[config.mk]
export PLATFORM = sky130hd
export DESIGN_NAME = sbvm_ctrl
export DESIGN_NICKNAME = d
export VERILOG_FILES = /design/src/design/sbvm_pkg.sv /design/src/design/sbvm_ctrl.sv
export SDC_FILE = /design/constraint.sdc
export NUM_CORES = 1
export LEC_CHECK = 0
export ABC_CLOCK_PERIOD_IN_PS = 1900
export BUFFER_PORTS_ARGS = -buffer_cell sky130_fd_sc_hd__buf_2
export CAP_MARGIN = 40
export CORE_ASPECT_RATIO = 1.1
export CORE_UTILIZATION = 30
export CTS_BUF_LIST = sky130_fd_sc_hd__clkbuf_4
export DETAILED_ROUTE_END_ITERATION = 10
export HOLD_SLACK_MARGIN = 0.03
export SYNTH_ARGS = -nofsm -noshare
export SYNTH_HDL_FRONTEND = slang
export SYNTH_SLANG_ARGS = --single-unit
[constraint.sdc]
create_clock -name clk -period 1.9 [get_ports clk]
set_input_delay 0.095 -clock clk [delete_from_list [all_inputs] [get_ports clk]]
set_output_delay 0.095 -clock clk [all_outputs]
set_load 0.03 [all_outputs]
[src/design/sbvm_pkg.sv]
package sbvm_pkg;

	typedef enum logic [4:0] {
		OP_HALT   = 5'd0,
		OP_NOP    = 5'd1,
		OP_PUSH   = 5'd2,
		OP_POP    = 5'd3,
		OP_ADD    = 5'd4,
		OP_SUB    = 5'd5,
		OP_MUL    = 5'd6,
		OP_DIV    = 5'd7,
		OP_NEG    = 5'd8,
		OP_EQ     = 5'd9,
		OP_LT     = 5'd10,
		OP_GT     = 5'd11,
		OP_JMP    = 5'd12,
		OP_JMPF   = 5'd13,
		OP_LOAD   = 5'd14,
		OP_STORE  = 5'd15,
		OP_ARRAY  = 5'd16,
		OP_ALOAD  = 5'd17,
		OP_ASTORE = 5'd18,
		OP_CALL   = 5'd19,
		OP_RET    = 5'd20
	} opcode_t;

	localparam logic [3:0] ERR_NONE      = 4'd0;
	localparam logic [3:0] ERR_OVERFLOW  = 4'd1;
	localparam logic [3:0] ERR_UNDERFLOW = 4'd2;
	localparam logic [3:0] ERR_DIV_ZERO  = 4'd3;
	localparam logic [3:0] ERR_SLOT      = 4'd4;
	localparam logic [3:0] ERR_BAD_REQ   = 4'd5;
	localparam logic [3:0] ERR_STORE_FULL = 4'd6;
	localparam logic [3:0] ERR_BAD_ID    = 4'd7;
	localparam logic [3:0] ERR_INDEX     = 4'd8;
	localparam logic [3:0] ERR_BAD_CALL  = 4'd9;
	localparam logic [3:0] ERR_CALL_OVER = 4'd10;
	localparam logic [3:0] ERR_CALL_UNDER = 4'd11;
	localparam logic [3:0] ERR_UNKNOWN   = 4'd12;

	typedef enum logic [3:0] {
		S_IDLE, S_RD1, S_RD2, S_RD3, S_EXEC, S_DIV, S_DIVW, S_COPY,
		S_ADESC, S_AWRD, S_CALL, S_RETW, S_TOP, S_FIN
	} state_t;

	typedef enum logic [2:0] {
		CL_SIMPLE, CL_DIV, CL_ARRAY, CL_AACC, CL_CALL, CL_RET
	} cls_t;

	typedef struct packed {
		state_t st;
		logic   load;
	} cmd_t;

	typedef struct packed {
		logic stopped;
		logic exec_err;
		logic desc_err;
		logic is_aload;
		logic div_last;
		logic copy_last;
		logic call_last;
		logic out_free;
		cls_t cls;
	} stat_t;

endpackage

[src/design/sbvm_ctrl.sv]
module sbvm_ctrl (
	input  logic           clk,
	input  logic           arst_n,
	input  logic           in_valid,
	output logic           in_ready,
	input  sbvm_pkg::stat_t stat,
	output sbvm_pkg::cmd_t  cmd
);
	import sbvm_pkg::*;

	state_t state_q, state_d;

	always_ff @(posedge clk or negedge arst_n) begin
		if (!arst_n) begin
			state_q <= S_IDLE;
		end else begin
			state_q <= state_d;
		end
	end

	always_comb begin
		state_d = state_q;
		in_ready = 1'b0;
		unique case (state_q)
			S_IDLE: begin
				in_ready = 1'b1;
				if (in_valid) begin
					state_d = stat.stopped ? S_FIN : S_RD1;
				end
			end
			S_RD1: state_d = S_RD2;
			S_RD2: state_d = S_RD3;
			S_RD3: state_d = S_EXEC;
			S_EXEC: begin
				if (stat.exec_err) begin
					state_d = S_TOP;
				end else begin
					unique case (stat.cls)
						CL_DIV:   state_d = S_DIV;
						CL_ARRAY: state_d = S_COPY;
						CL_AACC:  state_d = S_ADESC;
						CL_CALL:  state_d = S_CALL;
						CL_RET:   state_d = S_RETW;
						default:  state_d = S_TOP;
					endcase
				end
			end
			S_DIV:   state_d = stat.div_last ? S_DIVW : S_DIV;
			S_DIVW:  state_d = S_TOP;
			S_COPY:  state_d = stat.copy_last ? S_TOP : S_COPY;
			S_ADESC: state_d = (!stat.desc_err && stat.is_aload) ? S_AWRD : S_TOP;
			S_AWRD:  state_d = S_TOP;
			S_CALL:  state_d = stat.call_last ? S_TOP : S_CALL;
			S_RETW:  state_d = S_TOP;
			S_TOP:   state_d = S_FIN;
			S_FIN:   state_d = stat.out_free ? S_IDLE : S_FIN;
			default: state_d = S_IDLE;
		endcase
		cmd.st = state_q;
		cmd.load = in_ready && in_valid;
	end

	assert property (@(posedge clk) disable iff (!arst_n)
		(state_q == S_IDLE && in_valid && stat.stopped) |=> (state_q == S_FIN))
		else $error("stopped item did not go straight to result");
	assert property (@(posedge clk) disable iff (!arst_n)
		(state_q == S_RD1) |=> (state_q == S_RD2))
		else $error("operand read sequence broken");
	assert property (@(posedge clk) disable iff (!arst_n)
		(state_q == S_TOP) |=> (state_q == S_FIN))
		else $error("top read not followed by result");

endmodule

==> impl_results.md, run 1 <==
* Status: finished clean
* RSZ-0062 raised after global routing: no
* Final Slew Violations at 0
* Setup Skew at between 0.008 and 0.009 ns
* First-pass GRT wire length at 2.07 mm
* Synth unique cells at 36
* I/O pins at 20
* Met1 GRT Util at 0.206
* Initial Util at 0.321
* Largest register FFs at 4
* Nets at 101
* Initial antenna violation count at 0
* Vias in the first global route at between 400 and 500
* Number of remaining DRC errors at 0
* Adder-cell area share of the yosys netlist at 0.0250
* Static leakage at 0.000282 uW
* Skew-Pair Late Insertion Delay at ~0.24 ns
* Layout cells sized above 1 at 0.369
* Post-route ant nets at 0
* Largest net degree at the start of global routing at 14
* RD Place Congestion at 0.750
* Cell Rows at 15
* Type of the most critical hold path: input pin to flop
* Setup TNS Final at 0 ns
* Largest family of logic cells by synthesized area: compound AO/OA/AOI/OAI gates
* Clk root buf: clkbuf_4
* # setup viols final at 0
* Post-Synth XOR/XNOR Area at 0
* Reg clk slew, reported paths at approximately 0.04 ns
* Syn Inst Count at 64
* Yosys reg bits at 4
* Area grow syn2layout at 26.2%
* DR vias/cell at ~5.6
* Dpl hpwl at roughly 1.0 mm
* Met3 Use GR at 0.0148
* Post-Syn Nets at between 70 and 80
* Hold Vio Cnt, Final at 0
* Max FO, Critical Path at 12
* Worst vdd ir at around 360 uV
* Drt total wl at roughly 1.3 mm
* PwrDens at between 1500 and 2000 mW/mm^2
* Worst-Margin Slew at around 0.36 ns
* Critical Path Start Type: flop
* Gr usage total at 0.166
* Core area at 0.00156 mm^2
* CTS Buffer Depth at 2
* TritonCTS Buffers at 3
* Die Y-Extent at approximately 45 um
* Rel. slew slack at 0.759
* Register area share after synthesis at 0.200
* Critical path data required time at 1.80 ns
* Synth Area in Compound Gates at 0.370
* CTS tree: built
* Clock Sinks at 4
* CP Class: flop to primary output
* Met2 Usage GRT at 0.266
* DR iter-0 viols at 16
* Busiest metal layer after global routing: met2
* Crit. End Element: primary output
* Simple-Gate Fraction of Synth Area at 0.260
* Total gr overflow at 0
* Post-synthesis mux area share at 0.0225
* Largest registers: state_q: 4 flops
* Post-CTS Setup Bufs at 0
* I/O Buffers at 19
* Critical path data arrival time at ~1.6 ns
* Pre-CTS setup slack at 0.378 ns
* Wire per inst at ~13 um
* Die Wd at between 40 and 50 um
* Area of the die at approximately 0.0018 mm^2
* Max-cap viol count at 0
* Fin crit share at 0.867
* Synthesis Warnings at 0
* Drt first pass iters at 4
* ANT cells at 0
* Mapped Avg Cell Area at between 7 and 8 um^2
* Vias at between 500 and 600
* H-tree Lvls at 1
* Highest clock rate at 607 MHz
* Most flops, register: state_q
* Post-layout min period at 1.65 ns
* Post-Syn Area at 500 um^2
* R2R Setup Slk at 0.39 ns
* Post-route worst setup slack at ~0.25 ns
==> logic make-up after synthesis <==
logic type               count (synthesis)
AO/OA/AOI/OAI                           24
AND/OR/NAND/NOR                         23
buffers and inverters                   11
flip-flops                               4
multiplexers                             1
adder cells (fa/ha/maj)                  1
==> placed cells by master (no fill, tap or decap), types with 2 or more instances in the layout <==
master     count
inv_1          6
nand2b_1       4
dfrtp_1        4
nor2_1         3
o21ai_0        5
a31oi_1        2
nand2_1        5
clkbuf_4       3
buf_2         19
a21oi_1        3
buf_4          2
or3_1          2
o2111ai_1      2
==> final timing paths <==
path | start | end | cells after the start
worst max-delay path | state_q[0]$_DFFE_PN0P_ | in_ready | 3
worst min-delay path | stat[4] | state_q[1]$_DFFE_PN0P_ | 2
worst max register to register | state_q[0]$_DFFE_PN0P_ | state_q[0]$_DFFE_PN0P_ | 4
worst min register to register | state_q[3]$_DFFE_PN0P_ | state_q[2]$_DFFE_PN0P_ | 4
max in group asynchronous | arst_n | state_q[3]$_DFFE_PN0P_ | 2
min in group asynchronous | arst_n | state_q[2]$_DFFE_PN0P_ | 2
==> synthesized netlist by cell type (all sizes together) <==
master / count / area [um^2]
o2bb2ai: 1 / 8.76
a22oi: 1 / 7.51
o41ai: 1 / 8.76
nor2: 3 / 11.3
o211ai: 1 / 7.51
o2111ai: 2 / 17.5
or3b: 1 / 8.76
nand2b: 5 / 33.8
a31oi: 3 / 25.0
nor2b: 1 / 6.26
a21o: 1 / 7.51
nand2: 5 / 18.8
a41oi: 1 / 16.3
or3: 2 / 12.5
inv: 6 / 22.5
a21oi: 3 / 15.0
or2: 1 / 6.26
clkbuf: 2 / 11.3
o22ai: 1 / 6.26
nor3: 2 / 15.0
o211a: 1 / 10.0
nor4: 2 / 12.5
mux2: 1 / 11.3
ha: 1 / 12.5
a211oi: 1 / 12.5
buf: 3 / 27.5
nand3: 1 / 5.00
a211o: 1 / 8.76
o311ai: 1 / 8.76
o21ai: 5 / 25.0
dfrtp: 4 / 100
==> final cells by class <==
type,count,area (um^2)
fillers,168,926
multi-input cells,49,345
repair buffers,22,120
flip-flops and latches,4,100
clock buffers,3,22.5
inverters,6,22.5
well taps,17,21.3
==> per-layer routing <==
metal | wire length, um | vias to the layer above
met5 | 0 | -
met4 | 12 | 0
met3 | 56 | 2
met2 | 636 | 16
met1 | 592 | 260
li1 | - | 285
==> per-stage QoR <==
stage | hold slack, ns | std cells | util | area (um^2) | power [uW]
after global placement | -0.0919 | 97 | 0.385 | 599 | 864
after floorplan | -0.201 | 64 | - | 507 | 756
after global routing | 0.0882 | 101 | 0.406 | 632 | 1070
after detailed placement | -0.0924 | 97 | 0.385 | 599 | 873
after CTS | 0.0795 | 101 | 0.406 | 632 | 986
final | 0.0835 | 101 | 0.406 | 632 | 985
==> repair_timing <==
action	in CTS	in global routing
hold endpoints to repair	4	0
hold buffers	1	0
resized for setup	0	0
==> power breakdown <==
part           internal [uW]  leakage [uW]  switching (uW)  total [uW]
registers                129     0.0000494            76.4         206
clock network           70.8     0.0000138            37.2         108
logic                    256      0.000219             415         671
total                    457      0.000282             528         985
==> worst max-delay path: stages (launching register included) <==
cell     delay [ns]
dfrtp_1        0.50
or2_1          0.40
nor3_2         0.19
buf_2          0.23
Power figures use the tool's default switching activity.
==> inputs of run 2 (changes only) <==
Settings changed: ABC_CLOCK_PERIOD_IN_PS 1900 to 1500.
Clock period 1.9 ns to 1.5 ns, I/O delays scaled along.
==> run 2 against run 1 <==
Net effect: final cell count is 4.0% higher; die area did not move; global-route usage grew 0.78 points; total power is 51% higher; flip-flop and latch count stayed put; clock skew is 0.0064 ns higher; first-iteration DRC count rose by 19%; hold slack hardly changed; count of clock-buffer cells in the layout up 1; via count up 1.8%; combinational power is 64% higher; final area increased by 12%.
==> impl_results.md, run 2 (same netlist as run 1, synthesis figures left out) <==
* Status: finished clean (unchanged)
* FF-to-FF Start: state_q[2]$_DFFE_PN0P_ (was state_q[0]$_DFFE_PN0P_)
* Power, Total at 1480 uW (was 985 uW)
* Post-route ant nets at 0 (unchanged)
* DR iter-0 viols at 19 (was 16)
* Critical path data arrival time at 1.38 ns (was 1.55 ns)
* Total gr overflow at 0 (unchanged)
* Setup Skew at 0.0153 ns (was 0.00899 ns)
* Setup TNS Final at 0 ns (unchanged)
* Initial Util at 0.321 (unchanged)
* Clock Sinks at 4 (unchanged)
* Commonest non-fill, non-tap cell in the layout: buf_2 (unchanged)
* H-tree Lvls at 1 (unchanged)
* PwrDens at 2100 mW/mm^2 (was 1560 mW/mm^2)
* Static leakage at 0.000312 uW (was 0.000282 uW)
* Final Slew Violations at 0 (unchanged)
* Layout cells sized above 1 at 0.432 (was 0.369)
* Dpl hpwl at 1.03 mm (was 1.01 mm)
* Vias at 573 (was 563)
* TritonCTS Buffers at 3 (unchanged)
* Post-DP Area at 641 um^2 (was 599 um^2)
* Worst-Margin Slew at 0.308 ns (was 0.362 ns)
* Type of the most critical hold path: input pin to flop (unchanged)
* RD Place Congestion at 0.755 (was 0.750)
* Drt first pass iters at 4 (unchanged)
* Rel. slew slack at 0.792 (was 0.759)
* Pre-CTS setup slack at 0.0572 ns (was 0.378 ns)
* R2R Setup Slk at 0.13 ns (was 0.39 ns)
* Largest registers: state_q: 4 flops (unchanged)
* Initial antenna violation count at 0 (unchanged)
* I/O Buffers at 19 (unchanged)
* Post-layout min period at between 1 and 1.5 ns
* Critical path origin: state_q[2]$_DFFE_PN0P_ (was state_q[0]$_DFFE_PN0P_)
* # setup viols final at 0 (unchanged)
* Nets at 104 (was 101)
* Number of remaining DRC errors at 0 (unchanged)
* Critical path data required time at 1.42 ns (was 1.80 ns)
* CTS Buffer Depth at 2 (unchanged)
* Die Wd at 40.9 um (unchanged)
* Hold Vio Cnt, Final at 0 (unchanged)
* Design area at 706 um^2 (was 632 um^2)
* Max FO, Critical Path at 7 (was 12)
* Most frequent cells in the layout: buf_2 (18), inv_1 (6), nand2_1 (5), o21ai_0 (5) (was buf_2 (19), inv_1 (6), nand2_1 (5), o21ai_0 (5))
* DR vias/cell at 5.46 (was 5.57)
* Die Y-Extent at 44.8 um (unchanged)
* Filler cells at 151 (was 168)
* I/O pins at 20 (unchanged)
* RSZ-0062 raised after global routing: no (unchanged)
* Largest net degree at the start of global routing at 15 (was 14)
* Reg clk slew, reported paths at 0.05 ns (was 0.04 ns)
* Area grow syn2layout at 41.0% (was 26.2%)
* Largest register FFs at 4 (unchanged)
* Drt total wl at 1.36 mm (was 1.30 mm)
* Core area at 0.00156 mm^2 (unchanged)
* Vias in the first global route at 521 (was 487)
* Skew-Pair Late Insertion Delay at 0.25 ns (was 0.24 ns)
* Cell Rows at 15 (unchanged)
* Gr usage total at 0.173 (was 0.166)
* Highest clock rate at 686 MHz
* ANT cells at 0 (unchanged)
* Core Util, Final at 0.453 (was 0.406)
* CP Class: flop to primary output (unchanged)
* First-pass GRT wire length at 2.21 mm (was 2.07 mm)
* Post-route worst setup slack at 0.0432 ns (was 0.253 ns)
* Max-cap viol count at 0 (unchanged)
* Reg2reg path depth at 5 (was 4)
* Hold path depth at 2 (unchanged)
* Area of the die at 0.00184 mm^2 (unchanged)
* Most flops, register: state_q (unchanged)
* Reg2reg end: state_q[3]$_DFFE_PN0P_ (was state_q[0]$_DFFE_PN0P_)
* Clk root buf: clkbuf_4 (unchanged)
* Wire per inst at 12.9 um (about the same)
* Worst vdd ir at 777 uV (was 362 uV)
* CP endpoint: in_ready (unchanged)
* Crit. End Element: primary output (unchanged)
* CTS tree: built (unchanged)
* Fin crit share at 0.971
* Critical Path Start Type: flop (unchanged)
run 2: changes by cell type in the layout (fill, tap and decap cells not counted), sizes merged:
cell    previous run  this run
clkbuf             3         4
buf               21        24
run 2: area by class of cell:
type	count	area (um^2)	area share
timing repair buffer	25	170	0.241
multi-input combinational	49	360	0.511
sequential	4	101	0.144
clock buffer	4	30.0	0.0426
tap	17	21.3	0.0301
inverter	6	22.5	0.0319
run 2: how the worst min path moves through the flow:
stage | startpoint | end | slack, ns
final | stat[4] | state_q[1]$_DFFE_PN0P_ | 0.08
after CTS | stat[4] | state_q[1]$_DFFE_PN0P_ | 0.08
after global placement | arst_n | state_q[0]$_DFFE_PN0P_ | -0.12
after global routing | stat[4] | state_q[1]$_DFFE_PN0P_ | 0.08
after floorplan | arst_n | state_q[0]$_DFFE_PN0P_ | -0.22
after detailed placement | arst_n | state_q[0]$_DFFE_PN0P_ | -0.12
run 2: power by group:
group	switching (uW)	internal, uW
clock network	54.6	119
registers	44.9	167
logic	631	467
run 2: critical path: stages (launching register included):
cell and delay, ns:
dfrtp_2 0.43, or2_4 0.29, nor3_4 0.21, buf_4 0.19
run 2: metrics by stage:
| stage | cells | hold slack, ns |
|---|---|---|
| detailed placement | 99 | -0.117 |
| floorplan | 64 | -0.221 |
| CTS | 104 | 0.0839 |
| global placement | 99 | -0.120 |
| global route | 105 | 0.0809 |
| finish | 105 | 0.0839 |
run 2: layer usage:
metal | track usage | vias to the layer above | routed length (um)
li1 | - | 288 | -
met1 | 0.245 | 265 | 594
met2 | 0.259 | 20 | 682
met3 | 0.0443 | 0 | 81
met4 | 0.0400 | 0 | 0
met5 | 0 | - | 0
run 2: repair_timing:
action	in CTS	in global routing
setup buffers	0	1
endpoints found under the setup margin	2	2
resized for setup	2	0
hold buffers	1	0
hold endpoints to repair	4	0
